File: src/hw/rtl/owbs_pkg.sv
// shared types and constants of the one-wire backlight serializer
package owbs_pkg;

  localparam int DataWidth   = 8;
  localparam int TickWidth   = 10;
  localparam int LevelWidth  = 6;
  localparam int ByteWidth   = 5;
  localparam int IndexWidth  = 3;
  localparam int BitIdxWidth = 3;

  localparam logic [IndexWidth-1:0] REG_DEVICE_ADDRESS      = 3'd0;
  localparam logic [IndexWidth-1:0] REG_SHORT_TICKS         = 3'd1;
  localparam logic [IndexWidth-1:0] REG_LONG_TICKS          = 3'd2;
  localparam logic [IndexWidth-1:0] REG_SELECT_HIGH_TICKS   = 3'd3;
  localparam logic [IndexWidth-1:0] REG_SELECT_LOW_TICKS    = 3'd4;
  localparam logic [IndexWidth-1:0] REG_SELECT_SETTLE_TICKS = 3'd5;

  localparam logic [DataWidth-1:0] RST_DEVICE_ADDRESS      = 8'h72;
  localparam logic [TickWidth-1:0] RST_SHORT_TICKS         = 10'd10;
  localparam logic [TickWidth-1:0] RST_LONG_TICKS          = 10'd180;
  localparam logic [TickWidth-1:0] RST_SELECT_HIGH_TICKS   = 10'd120;
  localparam logic [TickWidth-1:0] RST_SELECT_LOW_TICKS    = 10'd280;
  localparam logic [TickWidth-1:0] RST_SELECT_SETTLE_TICKS = 10'd650;

  localparam logic REQ_TICK = 1'b0;
  localparam logic REQ_SET  = 1'b1;

  localparam logic [LevelWidth-1:0]  LEVEL_MAX = 6'd32;
  localparam logic [BitIdxWidth-1:0] LAST_BIT  = 3'd7;

  typedef enum logic [2:0] {
    PH_IDLE,
    PH_SEL_HI,
    PH_SEL_LO,
    PH_SEL_SETTLE,
    PH_START,
    PH_BIT_LO,
    PH_BIT_HI,
    PH_END
  } phase_t;

  typedef struct packed {
    logic [DataWidth-1:0] device_address;
    logic [TickWidth-1:0] short_ticks;
    logic [TickWidth-1:0] long_ticks;
    logic [TickWidth-1:0] select_high_ticks;
    logic [TickWidth-1:0] select_low_ticks;
    logic [TickWidth-1:0] select_settle_ticks;
  } cfg_t;

  typedef struct packed {
    logic                  req_type;
    logic [LevelWidth-1:0] level;
    logic                  panel_on;
  } item_t;

  typedef struct packed {
    logic mode_selected;
    logic rejected;
    logic busy_res;
    logic line_level;
  } result_t;

endpackage

File: src/hw/rtl/owbs_cfg_regs.sv
// configuration register file of the serializer
module owbs_cfg_regs (
  input  logic                           clk,
  input  logic                           rst,
  input  logic                           cfg_we,
  input  logic [owbs_pkg::IndexWidth-1:0] cfg_index,
  input  logic [owbs_pkg::TickWidth-1:0]  cfg_data,
  output owbs_pkg::cfg_t                  cfg
);
  import owbs_pkg::*;

  always_ff @(posedge clk) begin
    if (rst) begin
      cfg.device_address      <= RST_DEVICE_ADDRESS;
      cfg.short_ticks         <= RST_SHORT_TICKS;
      cfg.long_ticks          <= RST_LONG_TICKS;
      cfg.select_high_ticks   <= RST_SELECT_HIGH_TICKS;
      cfg.select_low_ticks    <= RST_SELECT_LOW_TICKS;
      cfg.select_settle_ticks <= RST_SELECT_SETTLE_TICKS;
    end else if (cfg_we) begin
      unique case (cfg_index)
        REG_DEVICE_ADDRESS:      cfg.device_address      <= cfg_data[DataWidth-1:0];
        REG_SHORT_TICKS:         cfg.short_ticks         <= cfg_data;
        REG_LONG_TICKS:          cfg.long_ticks          <= cfg_data;
        REG_SELECT_HIGH_TICKS:   cfg.select_high_ticks   <= cfg_data;
        REG_SELECT_LOW_TICKS:    cfg.select_low_ticks    <= cfg_data;
        REG_SELECT_SETTLE_TICKS: cfg.select_settle_ticks <= cfg_data;
        default: ;
      endcase
    end
  end

endmodule

File: src/hw/rtl/owbs_in_reg.sv
// input register stage holding one word for the sequencer
module owbs_in_reg (
  input  logic            clk,
  input  logic            rst,
  input  logic            s_valid,
  output logic            s_ready,
  input  owbs_pkg::item_t s_item,
  input  logic            take,
  output logic            item_valid,
  output owbs_pkg::item_t item
);
  import owbs_pkg::*;

  assign s_ready = !item_valid || take;

  always_ff @(posedge clk) begin
    if (rst) begin
      item_valid <= 1'b0;
    end else if (s_ready) begin
      item_valid <= s_valid;
    end
  end

  always_ff @(posedge clk) begin
    if (s_ready && s_valid) begin
      item <= s_item;
    end
  end

endmodule

File: src/hw/rtl/owbs_core.sv
// pulse sequencer state and next-state logic, one step per word
module owbs_core (
  input  logic              clk,
  input  logic              rst,
  input  owbs_pkg::cfg_t    cfg,
  input  logic              step,
  input  owbs_pkg::item_t   item,
  output owbs_pkg::result_t result
);
  import owbs_pkg::*;

  phase_t                 phase, phase_next;
  logic [TickWidth-1:0]   phase_count, phase_count_next;
  logic [BitIdxWidth-1:0] bit_index, bit_index_next;
  logic                   frame_index, frame_index_next;
  logic [DataWidth-1:0]   shift_word, shift_word_next;
  logic [ByteWidth-1:0]   data_byte, data_byte_next;
  logic                   wire_mode_on, wire_mode_on_next;
  logic                   line_reg, line_reg_next;

  logic                   busy;
  logic                   rej;
  logic                   bit_one;
  logic [TickWidth-1:0]   phase_len;
  logic [TickWidth:0]     count_inc;
  logic [LevelWidth-1:0]  level_sat;

  assign busy    = (phase != PH_IDLE);
  assign bit_one = shift_word[DataWidth-1];

  always_comb begin
    unique case (phase)
      PH_SEL_HI:     phase_len = cfg.select_high_ticks;
      PH_SEL_LO:     phase_len = cfg.select_low_ticks;
      PH_SEL_SETTLE: phase_len = cfg.select_settle_ticks;
      PH_BIT_LO:     phase_len = bit_one ? cfg.short_ticks : cfg.long_ticks;
      PH_BIT_HI:     phase_len = bit_one ? cfg.long_ticks : cfg.short_ticks;
      default:       phase_len = cfg.short_ticks;
    endcase
  end

  assign count_inc = {1'b0, phase_count} + {{TickWidth{1'b0}}, 1'b1};
  assign level_sat = (item.level > LEVEL_MAX) ? LEVEL_MAX : item.level;

  always_comb begin
    phase_next        = phase;
    phase_count_next  = phase_count;
    bit_index_next    = bit_index;
    frame_index_next  = frame_index;
    shift_word_next   = shift_word;
    data_byte_next    = data_byte;
    wire_mode_on_next = wire_mode_on;
    line_reg_next     = line_reg;
    rej               = 1'b0;

    if (item.req_type == REQ_SET) begin
      if (busy) begin
        rej = 1'b1;
      end else if (!item.panel_on || item.level == '0) begin
        line_reg_next     = 1'b0;
        wire_mode_on_next = 1'b0;
      end else begin
        data_byte_next = ByteWidth'(level_sat - LevelWidth'(1));
        phase_count_next = '0;
        line_reg_next    = 1'b1;
        if (!wire_mode_on) begin
          wire_mode_on_next = 1'b1;
          phase_next        = PH_SEL_HI;
        end else begin
          frame_index_next = 1'b0;
          shift_word_next  = cfg.device_address;
          bit_index_next   = '0;
          phase_next       = PH_START;
        end
      end
    end else if (busy) begin
      if (count_inc >= {1'b0, phase_len}) begin
        phase_count_next = '0;
        unique case (phase)
          PH_SEL_HI: begin
            phase_next    = PH_SEL_LO;
            line_reg_next = 1'b0;
          end
          PH_SEL_LO: begin
            phase_next    = PH_SEL_SETTLE;
            line_reg_next = 1'b1;
          end
          PH_SEL_SETTLE: begin
            frame_index_next = 1'b0;
            shift_word_next  = cfg.device_address;
            bit_index_next   = '0;
            phase_next       = PH_START;
            line_reg_next    = 1'b1;
          end
          PH_START: begin
            phase_next    = PH_BIT_LO;
            line_reg_next = 1'b0;
          end
          PH_BIT_LO: begin
            phase_next    = PH_BIT_HI;
            line_reg_next = 1'b1;
          end
          PH_BIT_HI: begin
            shift_word_next = {shift_word[DataWidth-2:0], 1'b0};
            line_reg_next   = 1'b0;
            if (bit_index == LAST_BIT) begin
              bit_index_next = '0;
              phase_next     = PH_END;
            end else begin
              bit_index_next = bit_index + BitIdxWidth'(1);
              phase_next     = PH_BIT_LO;
            end
          end
          PH_END: begin
            line_reg_next = 1'b1;
            if (!frame_index) begin
              frame_index_next = 1'b1;
              shift_word_next  = {{(DataWidth-ByteWidth){1'b0}}, data_byte};
              bit_index_next   = '0;
              phase_next       = PH_START;
            end else begin
              phase_next = PH_IDLE;
            end
          end
          default: phase_next = PH_IDLE;
        endcase
      end else begin
        phase_count_next = count_inc[TickWidth-1:0];
      end
    end
  end

  always_ff @(posedge clk) begin
    if (rst) begin
      phase        <= PH_IDLE;
      phase_count  <= '0;
      bit_index    <= '0;
      frame_index  <= 1'b0;
      shift_word   <= '0;
      data_byte    <= '0;
      wire_mode_on <= 1'b1;
      line_reg     <= 1'b1;
    end else if (step) begin
      phase        <= phase_next;
      phase_count  <= phase_count_next;
      bit_index    <= bit_index_next;
      frame_index  <= frame_index_next;
      shift_word   <= shift_word_next;
      data_byte    <= data_byte_next;
      wire_mode_on <= wire_mode_on_next;
      line_reg     <= line_reg_next;
    end
  end

  assign result.line_level    = line_reg_next;
  assign result.busy_res      = (phase_next != PH_IDLE);
  assign result.rejected      = rej;
  assign result.mode_selected = wire_mode_on_next;

endmodule

File: src/hw/rtl/owbs_out_reg.sv
// result register on the master side
module owbs_out_reg (
  input  logic              clk,
  input  logic              rst,
  input  logic              item_valid,
  output logic              take,
  input  owbs_pkg::result_t result,
  output logic              m_valid,
  input  logic              m_ready,
  output owbs_pkg::result_t m_result
);
  import owbs_pkg::*;

  assign take = item_valid && (!m_valid || m_ready);

  always_ff @(posedge clk) begin
    if (rst) begin
      m_valid <= 1'b0;
    end else if (take) begin
      m_valid <= 1'b1;
    end else if (m_ready) begin
      m_valid <= 1'b0;
    end
  end

  always_ff @(posedge clk) begin
    if (take) begin
      m_result <= result;
    end
  end

endmodule

File: src/hw/rtl/one_wire_backlight_serializer_top.sv
// top level of the one-wire backlight serializer
//
//   channel  dir  handshake           payload
//   s_*      in   s_tvalid/s_tready   tdata level, panel_on; tuser req_type
//   m_*      out  m_tvalid/m_tready   tdata line_level, busy_res, rejected, mode_selected
//   cfg_*    in   cfg_we              cfg_index, cfg_data
//
// one word per cycle sustained while the result is not stalled: an input register, the
// sequencer logic, then the result register; the sequencer state loop closes through that logic
// an accepted word is held in the input register, then its result in the result register
// rst is synchronous and clears the sequencer to idle with the line high
// a stalled result holds the result register; the input register takes a new word while
// the result waits only if it is empty, and refills once the result is taken
module one_wire_backlight_serializer_top (
  input  logic                            clk,
  input  logic                            rst,
  input  logic                            s_tvalid,
  output logic                            s_tready,
  input  logic [7:0]                      s_tdata,  // level[5:0], panel_on[6], zero[7]
  input  logic                            s_tuser,  // req_type
  output logic                            m_tvalid,
  input  logic                            m_tready,
  output logic [7:0]                      m_tdata,  // line_level, busy_res, rejected,
                                                    // mode_selected, zero[7:4]
  input  logic                            cfg_we,
  input  logic [owbs_pkg::IndexWidth-1:0] cfg_index,
  input  logic [owbs_pkg::TickWidth-1:0]  cfg_data
);
  import owbs_pkg::*;

  cfg_t    cfg;
  item_t   s_item;
  item_t   item;
  logic    item_valid;
  logic    take;
  result_t result;
  result_t m_result;

  assign s_item.req_type = s_tuser;
  assign s_item.level    = s_tdata[LevelWidth-1:0];
  assign s_item.panel_on = s_tdata[LevelWidth];

  owbs_cfg_regs u_cfg (
    .clk       (clk),
    .rst       (rst),
    .cfg_we    (cfg_we),
    .cfg_index (cfg_index),
    .cfg_data  (cfg_data),
    .cfg       (cfg)
  );

  owbs_in_reg u_in (
    .clk        (clk),
    .rst        (rst),
    .s_valid    (s_tvalid),
    .s_ready    (s_tready),
    .s_item     (s_item),
    .take       (take),
    .item_valid (item_valid),
    .item       (item)
  );

  owbs_core u_core (
    .clk    (clk),
    .rst    (rst),
    .cfg    (cfg),
    .step   (take),
    .item   (item),
    .result (result)
  );

  owbs_out_reg u_out (
    .clk        (clk),
    .rst        (rst),
    .item_valid (item_valid),
    .take       (take),
    .result     (result),
    .m_valid    (m_tvalid),
    .m_ready    (m_tready),
    .m_result   (m_result)
  );

  assign m_tdata = {4'b0000, m_result};

endmodule

File: config.mk
export PLATFORM = sky130hd
export DESIGN_NAME = one_wire_backlight_serializer_top
export DESIGN_NICKNAME = d
export VERILOG_FILES = /design/src/hw/rtl/owbs_pkg.sv /design/src/hw/rtl/owbs_cfg_regs.sv /design/src/hw/rtl/owbs_in_reg.sv /design/src/hw/rtl/owbs_core.sv /design/src/hw/rtl/owbs_out_reg.sv /design/src/hw/rtl/one_wire_backlight_serializer_top.sv
export SDC_FILE = /design/constraint.sdc
export NUM_CORES = 1
export LEC_CHECK = 0
export BUFFER_PORTS_ARGS = -buffer_cell sky130_fd_sc_hd__buf_4
export CAP_MARGIN = 20
export CORE_ASPECT_RATIO = 1.2
export CORE_UTILIZATION = 50
export CTS_CLUSTER_DIAMETER = 80
export DETAILED_ROUTE_END_ITERATION = 8
export PLACE_DENSITY = 0.68
export SLEW_MARGIN = 15
export SYNTH_ARGS = -nofsm -noshare
export SYNTH_HDL_FRONTEND = slang
export SYNTH_HIERARCHICAL = 1
export SYNTH_SLANG_ARGS = --single-unit
File: constraint.sdc
create_clock -name clk -period 11.2 [get_ports clk]
set_clock_uncertainty 0.2 [all_clocks]
set_input_delay 2.24 -clock clk [delete_from_list [all_inputs] [get_ports clk]]
set_output_delay 2.24 -clock clk [all_outputs]
set_load 0.01 [all_outputs]
=== Yosys cells after proc, flatten, opt, wreduce, memory -nomap -nowiden ===
Index checks and enable logic that the tools add are counted.

* Register bits: 104
* Bits of input ports: 27
* Output and inout bits: 10
* Logic and storage cells: 129

* Add/sub/neg operators: 3
* $lt $le $gt $ge: 2
* Eq/ne operators: 16
* Multiplexer cells: 53
* Bitwise logic cells: 2
* Reduce and logical (&&, ||, !) cells: 30

{| class="wikitable"
|+ Operators by type and width
! operator !! number
|-
| $mux W10 || 7
|-
| $mux W8 || 7
|-
| $pmux W10 S5 || 1
|-
| $mux W3 || 15
|-
| $pmux W8 S3 || 1
|-
| $eq A3 B3 Y1 const B || 7
|-
| $pmux W3 S7 || 1
|-
| $mux W1 || 16
|-
| $eq A3 B2 Y1 const B || 4
|-
| $reduce_and A2 Y1 || 6
|-
| $add A10 B1 Y11 const B || 1
|-
| $ge A11 B10 Y1 || 1
|-
| $pmux W3 S3 || 1
|-
| $reduce_bool A3 Y1 || 3
|-
| $reduce_and A4 Y1 || 2
|-
| $reduce_and A8 Y1 || 1
|-
| $reduce_bool A2 Y1 || 4
|-
| $reduce_and A7 Y1 || 1
|-
| $eq A3 B1 Y1 const B || 2
|-
| $gt A6 B6 Y1 const B || 1
|-
| $logic_not A6 Y1 || 1
|-
| $mux W5 || 1
|-
| $sub A5 B1 Y5 const B || 1
|-
| $pmux W1 S2 || 2
|-
| 13 further kinds || 19
|}

=== Depth between registers and ports, before layout ===
Gate-level depths: netlist of run 1.

* Depth after elaboration: 7
* Depth in mapped cells: 15
* Gate-level depth less buffers: 13

=== Cells and area by module ===
The synthesis of run 1 kept the hierarchy.

{| class="wikitable"
|+ Modules (own cells, without submodules)
! module !! instances !! cells an instance !! area an instance (um^2)
|-
| owbs_core || 1 || 364 || 2881.5
|-
| owbs_cfg_regs || 1 || 218 || 2327.2
|-
| owbs_in_reg || 1 || 13 || 295.3
|-
| owbs_out_reg || 1 || 9 || 175.2
|-
| one_wire_backlight_serializer_top || 1 || 5 || 33.8
|}

=== Worst setup path after synthesis of run 1 ===
No wires, ideal clock.

* Kind: in2out
* Start: in m_tready
* End: out s_tready
* Data arrival time: 2710 ps
* Setup slack: 6050 ps
* Stages: 3
* Buffers on the path: 0
* Cell sequence: nand2b_4 > and2_4 > nand2b_4

* Longest elaborated chain between the ends: 3

{| class="wikitable"
|+ Ends and longest elaborated chain
! what !! line !! source
|-
| start: declaration || one_wire_backlight_serializer_top.sv:22 || <nowiki>input logic m_tready,</nowiki>
|-
| $logic_or A1 B1 Y1 || owbs_out_reg.sv:14 || <nowiki>assign take = item_valid && (!m_valid || m_ready);</nowiki>
|-
| $logic_and A1 B1 Y1 || owbs_out_reg.sv:14 ||
|-
| via take || one_wire_backlight_serializer_top.sv:35 || <nowiki>logic take;</nowiki>
|-
| $logic_or A1 B1 Y1 || owbs_in_reg.sv:14 || <nowiki>assign s_ready = !item_valid || take;</nowiki>
|-
| end: declaration || one_wire_backlight_serializer_top.sv:18 || <nowiki>output logic s_tready,</nowiki>
|}

The timed path passes the listed nets, and every way through them passes these cells.

=== Final worst setup path of run 1 ===
Same ends and word-level chain as after synthesis.

==> results of run 1 <==
-- layout make-up --
class | count | area, sq um | area share (%)
clock buffer | 14 | 284 | 4.54
clock inverter | 2 | 17.5 | 0.280
inverter | 12 | 46.3 | 0.741
multi-input combinational | 451 | 3250 | 52.0
sequential | 104 | 2200 | 35.2
tap | 154 | 193 | 3.08
timing repair buffer | 34 | 255 | 4.08
-- stage by stage --
step,utilization [%],instances
global route,56.4,771
detailed placement,53.7,755
CTS,56.4,771
floorplan,-,612
finish,56.4,771
global placement,53.7,755
-- logic make-up (layout without fill, tap and decap cells) --
group,count (synthesis),count (layout),synth area share (%)
adders and majority gates,16,16,3.50
and+or+nand+nor,199,199,19.2
muxes,79,79,13.9
DFF,104,104,38.5
xor gates and xnor gates,10,10,1.53
buffers and inverters,57,62,4.71
other,1,4,0.0656
AOI/OAI and AO/OA,143,143,18.6
-- routing by layer --
metal	vias up	wire, um
li1	2248	-
met5	-	0
met2	114	6770
met4	0	175
met1	2205	5840
met3	15	516
-- power breakdown --
group	internal [W]	switching, W
combinational	0.0000319	0.0000460
clock	0.000177	0.000140
sequential	0.000388	0.00000802
-- worst max-delay path: cells and delay by family --
kind,cells,cell delay (ns)
and+or+nand+nor,3,0.49
buffers and inverters,2,0.25
-- cell usage in the layout (no fill, tap or decap), drive strengths merged, types with 13 or more instances in the layout --
cell,synthesis,layout
buf,22,34
nor2,60,60
a211oi,13,13
ha,16,16
a21oi,37,37
nand2b,51,51
mux2i,78,78
nand3,14,14
clkbuf,23,14
a221oi,21,21
inv,11,13
nand2,27,27
dfxtp,92,92
-- worst max-delay path by stage --
stage	startpoint	end	slack (ns)	depth (start not counted)
after floorplan	m_tready	s_tready	6.05	3
after global placement	m_tready	s_tready	5.79	5
after detailed placement	m_tready	s_tready	5.78	5
after CTS	m_tready	s_tready	5.78	5
after global routing	m_tready	s_tready	5.74	5
final	m_tready	s_tready	5.78	5
==> metrics.txt, run 1 <==
crit-path max FO=11; core footprint=11,100 sq um; Layout Area Growth over Synthesis=9.42%; Routed WL=13,300 um; mapped cell area=5710 sq um; drt first pass iters=5; Avg Inst Size Synth=9.38 sq um; Setup WS post-layout=5.78 ns; clk sinks=104; max_cap viols=0; largest net degree at the start of global routing=104; vias per cell=5.94; clk slew on worst S/H paths=0.07 ns; Fmax=184 MHz; starting density of the core=51.5%; # DRC=0; Post-Place Setup Slack=5.78 ns; Yosys top cell by area=dfxtp_1; CP Capture Type=output port; yosys warns=6; Boundary Pins=37; GRT Residual Overflow=0; power density cells=127 nW/um^2; gr usage total=23.7%; GR Layer Usage met3=4.05%; Synth top cells by count=dfxtp_1, mux2i_1, nor2_1, nand2b_1, a21oi_1; initial antenna violation count=0; post-synthesis sequential area ratio=38.5%; antenna cells=0; Synth top area share=32.2%; first-pass GRT wire length=22,000 um; ys flop type=dfxtp_1; most common cell in the netlist=dfxtp_1; Async S/R FF share, synth=0%; CTS H-tree depth=3; register bit total from synthesis=104; vias in the first global route=4,360; flop-to-flop setup slack=6.16 ns; IO Port Bufs=31; CP peak stage delay=0.20 ns; max FFs per register=58; final instance area=6250 sq um; post-DR wirelength/cell=17.2 um; post-CTS setup buffers=0; Critical R2R Launch=u_core/phase[0]; Vias=4,582; Routed Antenna Nets=0; # hold bufs at CTS=0; Final HPWL DP=8950 um; met2 Track Usage GR=41.8%; synth top area cells=dfxtp_1, mux2i_1, edfxtp_1; Hold Slack=0.277 ns; Skew-Pair Late Insertion Delay=0.35 ns; Crit path required time=8.76 ns; classification of the worst setup path=in -> out; Placer Congestion=0.819; clk buf depth=2; setup TNS=0 ns; dpl cell area=5950 sq um; hold endpoint=u_cfg/cfg[28]; Final Hold Fails=0; ordered cell list for the critical path=buf_4 -> nand2b_4 -> and2_4 -> nand2b_4 -> buf_4; Hold Crit Depth=2; Die ar.=11,900 sq um; count of final max-slew check failures=0; site row count=42; slew margin rel.=28.8%; crit path time final=5.42 ns; hold crit path type=reg -> reg; leakage=2.43 nW; Largest regs=u_cfg/cfg: 58 flops, u_core/phase_count: 10 flops; Synth cell types=74; nets=655; fillers=979; Clk Tree Root Cell=clkbuf_16; M1 GR Usage=29.2%; Initial DRC Count=255; TritonCTS clock tree=built; critical path's slowest cell=and2_4; maximum vdd drop=0.0000804 V; Hold Startpoint=u_cfg/cfg[28]; RSZ-0062 raised after global routing=no; Cells after Synth=609; Tot Pwr=0.000791 W; status=finished clean; post-CTS sizing=0; final period utilization=48.4%; GRT busiest layer=met2; die height=119 um; Num CTS Buffers=9; arrival time at the worst endpoint=2.98 ns; Worst Reg2Reg Path Length in Cells=14; die width=99.6 um; Worst-Margin Slew=1.07 ns; layout cells sized above 1=12.0%; Post-synth EDFFs=12; R2R Path End=u_core/shift_word[7]; Biggest register=u_cfg/cfg; CP Launch Type=primary input; Final setup viols=0
No activity file was read; power rests on OpenSTA's default activity.
==> run 2: changes to the inputs <==
clock period = 5.21 ns   (was 11.2 ns; I/O delays follow)
==> metrics.txt, run 2 (synthesized netlist as in run 1, its figures left out) <==
setup TNS=0 ns (unchanged); site row count=42 (unchanged); status=finished clean (unchanged); Final Hold Fails=0 (unchanged); combinational power share=9.8% (about the same); crit path time final=4.20 ns; post-CTS sizing=0 (unchanged); Skew-Pair Late Insertion Delay=0.36 ns (was 0.35 ns); Largest regs=u_cfg/cfg: 58 flops, u_core/phase_count: 10 flops (unchanged); die width=99.6 um (unchanged); max FFs per register=58 (unchanged); count of final max-slew check failures=0 (unchanged); highest-count cells in the layout ignoring fill and taps=dfxtp_1, mux2i_1, nor2_1 (unchanged); leakage=2.45 nW (was 2.43 nW); Net Sw Frac=25.0% (was 24.6%); Routed Antenna Nets=0 (unchanged); Worst-Margin Slew=0.978 ns (was 1.07 ns); core footprint=11,100 sq um (unchanged); nets=658 (was 655); Vias=4,582 (unchanged); arrival time at the worst endpoint=4.28 ns (was 2.98 ns); Top cell by count, worst path=a31oi_1; power density cells=277 nW/um^2 (was 127 nW/um^2); Die ar.=11,900 sq um (unchanged); CP peak stage delay=0.54 ns (was 0.20 ns); vias in the first global route=4,399 (was 4,360); crit-path max FO=13 (was 11); clk slew on worst S/H paths=0.07 ns (about the same); # hold bufs at CTS=0 (unchanged); Clk Tree Root Cell=clkbuf_16 (unchanged); clk buf depth=2 (unchanged); Layout Area Growth over Synthesis=10.0% (was 9.42%); Routed WL=13,400 um (was 13,300 um); CP Launch Type=flop (was primary input); gr usage total=23.8% (was 23.7%); Num CTS Buffers=9 (unchanged); Final setup viols=0 (unchanged); starting density of the core=51.5% (unchanged); GRT Residual Overflow=0 (unchanged); Crit path required time=5.29 ns (was 8.76 ns); die height=119 um (unchanged); clock network power share=41.4% (was 40.1%); IO Port Bufs=31 (unchanged); RSZ-0062 raised after global routing=no (unchanged); largest net degree at the start of global routing=103 (was 104); TritonCTS clock tree=built (unchanged); Boundary Pins=37 (unchanged); P_int=0.00131 W (was 0.000597 W); post-CTS setup buffers=0 (unchanged); initial antenna violation count=0 (unchanged); final period utilization=80.5%; CP Capture Type=flop (was output port); clk sinks=104 (unchanged); classification of the worst setup path=reg -> reg (was in -> out); power share of the sequential group=48.8% (was 50.0%); Tot Pwr=0.00174 W (was 0.000791 W); slew margin rel.=34.5% (was 28.8%); P_sw=0.000437 W (was 0.000194 W); drt first pass iters=5 (unchanged); layout cells sized above 1=12.6% (was 12.0%); maximum vdd drop=0.000200 V (was 0.0000804 V); CP top delay family=compound AO/OA/AOI/OAI gates (was simple AND/OR/NAND/NOR gates); antenna cells=0 (unchanged); fillers=1,005 (was 979); most common cell after layout, fill and taps aside=dfxtp_1 (unchanged); Buf/Inv on CP=1 (was 2); CTS H-tree depth=3 (unchanged); Placer Congestion=0.806 (was 0.819); ordered cell list for the critical path=inv_2 -> nor2_1 -> a221oi_1 -> o31ai_1 -> o32a_1 -> a21oi_1 -> ha_1 -> a21o_1 -> a221o_1 -> a41o_1 -> a211oi_4 -> a31oi_1 -> a31oi_1 (was buf_4 -> nand2b_4 -> and2_4 -> nand2b_4 -> buf_4); max_cap viols=0 (unchanged); Biggest register=u_cfg/cfg (unchanged); first-pass GRT wire length=22,000 um (about the same); hold crit path type=reg -> reg (unchanged); post-DR wirelength/cell=17.3 um (was 17.2 um); Initial DRC Count=239 (was 255); Fmax=238 MHz; vias per cell=5.92 (was 5.94); # DRC=0 (unchanged); Final HPWL DP=8860 um (was 8950 um); critical path's slowest cell=a211oi_4 (was and2_4)
-- run 2: power groups by stage --
stage	sequential, W	clock [W]	combinational, W
final	0.000851	0.000722	0.000170
after global routing	0.000854	0.000762	0.000187
after CTS	0.000851	0.000728	0.000169
after detailed placement	0.000869	0	0.000168
after global placement	0.000868	0	0.000164
after floorplan	0.000865	0	0.000122
-- run 2: final timing paths --
path / start / to / slack (ns) / cells past startpoint
setup / recovery: u_core/phase[1] / u_core/phase_count[7] / 1.01 / 13
hold / removal: u_core/bit_index[0] / u_core/bit_index[0] / 0.28 / 1
setup reg to reg: u_core/phase[1] / u_core/phase_count[7] / 1.01 / 13
hold reg to reg: u_core/bit_index[0] / u_core/bit_index[0] / 0.28 / 1
-- run 2: worst register-to-register path, cell delays in order (launching register included) --
cell and delay [ns]:
dfxtp_1 0.53, inv_2 0.17, nor2_1 0.53, a221oi_1 0.20
o31ai_1 0.35, o32a_1 0.22, a21oi_1 0.07, ha_1 0.21
a21o_1 0.17, a221o_1 0.33, a41o_1 0.29, a211oi_4 0.54
a31oi_1 0.18, a31oi_1 0.15
-- run 2: layer usage --
| metal | track usage [%] | routed length, um | share of wire, % |
|---|---|---|---|
| met1 | 30.0 | 6070 | 45 |
| met2 | 38.1 | 6380 | 48 |
| met3 | 4.34 | 527 | 3.9 |
| met4 | 13.4 | 442 | 3.3 |
| met5 | 0 | 0 | 0 |
-- run 2: area by class of cell --
| class | count | area [sq um] | area share [%] |
|---|---|---|---|
| multi-input cells | 451 | 3250 | 51.8 |
| repair buffers | 37 | 278 | 4.42 |
| well taps | 154 | 193 | 3.07 |
| clock inverters | 6 | 62.6 | 0.995 |
| inverters | 12 | 46.3 | 0.737 |
| flip-flops and latches | 104 | 2200 | 35.0 |
| clock buffers | 10 | 250 | 3.98 |
-- run 2: stage by stage --
stage	cells	setup slack, ns	utilization, %	hold slack, ns	cell area, sq um
after floorplan	612	1.63	-	0.242	5720
after global placement	758	1.16	53.9	0.249	5970
after detailed placement	758	1.13	53.9	0.262	5970
after CTS	774	1.08	56.7	0.276	6280
after global routing	774	0.731	56.7	0.297	6280
final	774	1.01	56.7	0.278	6280
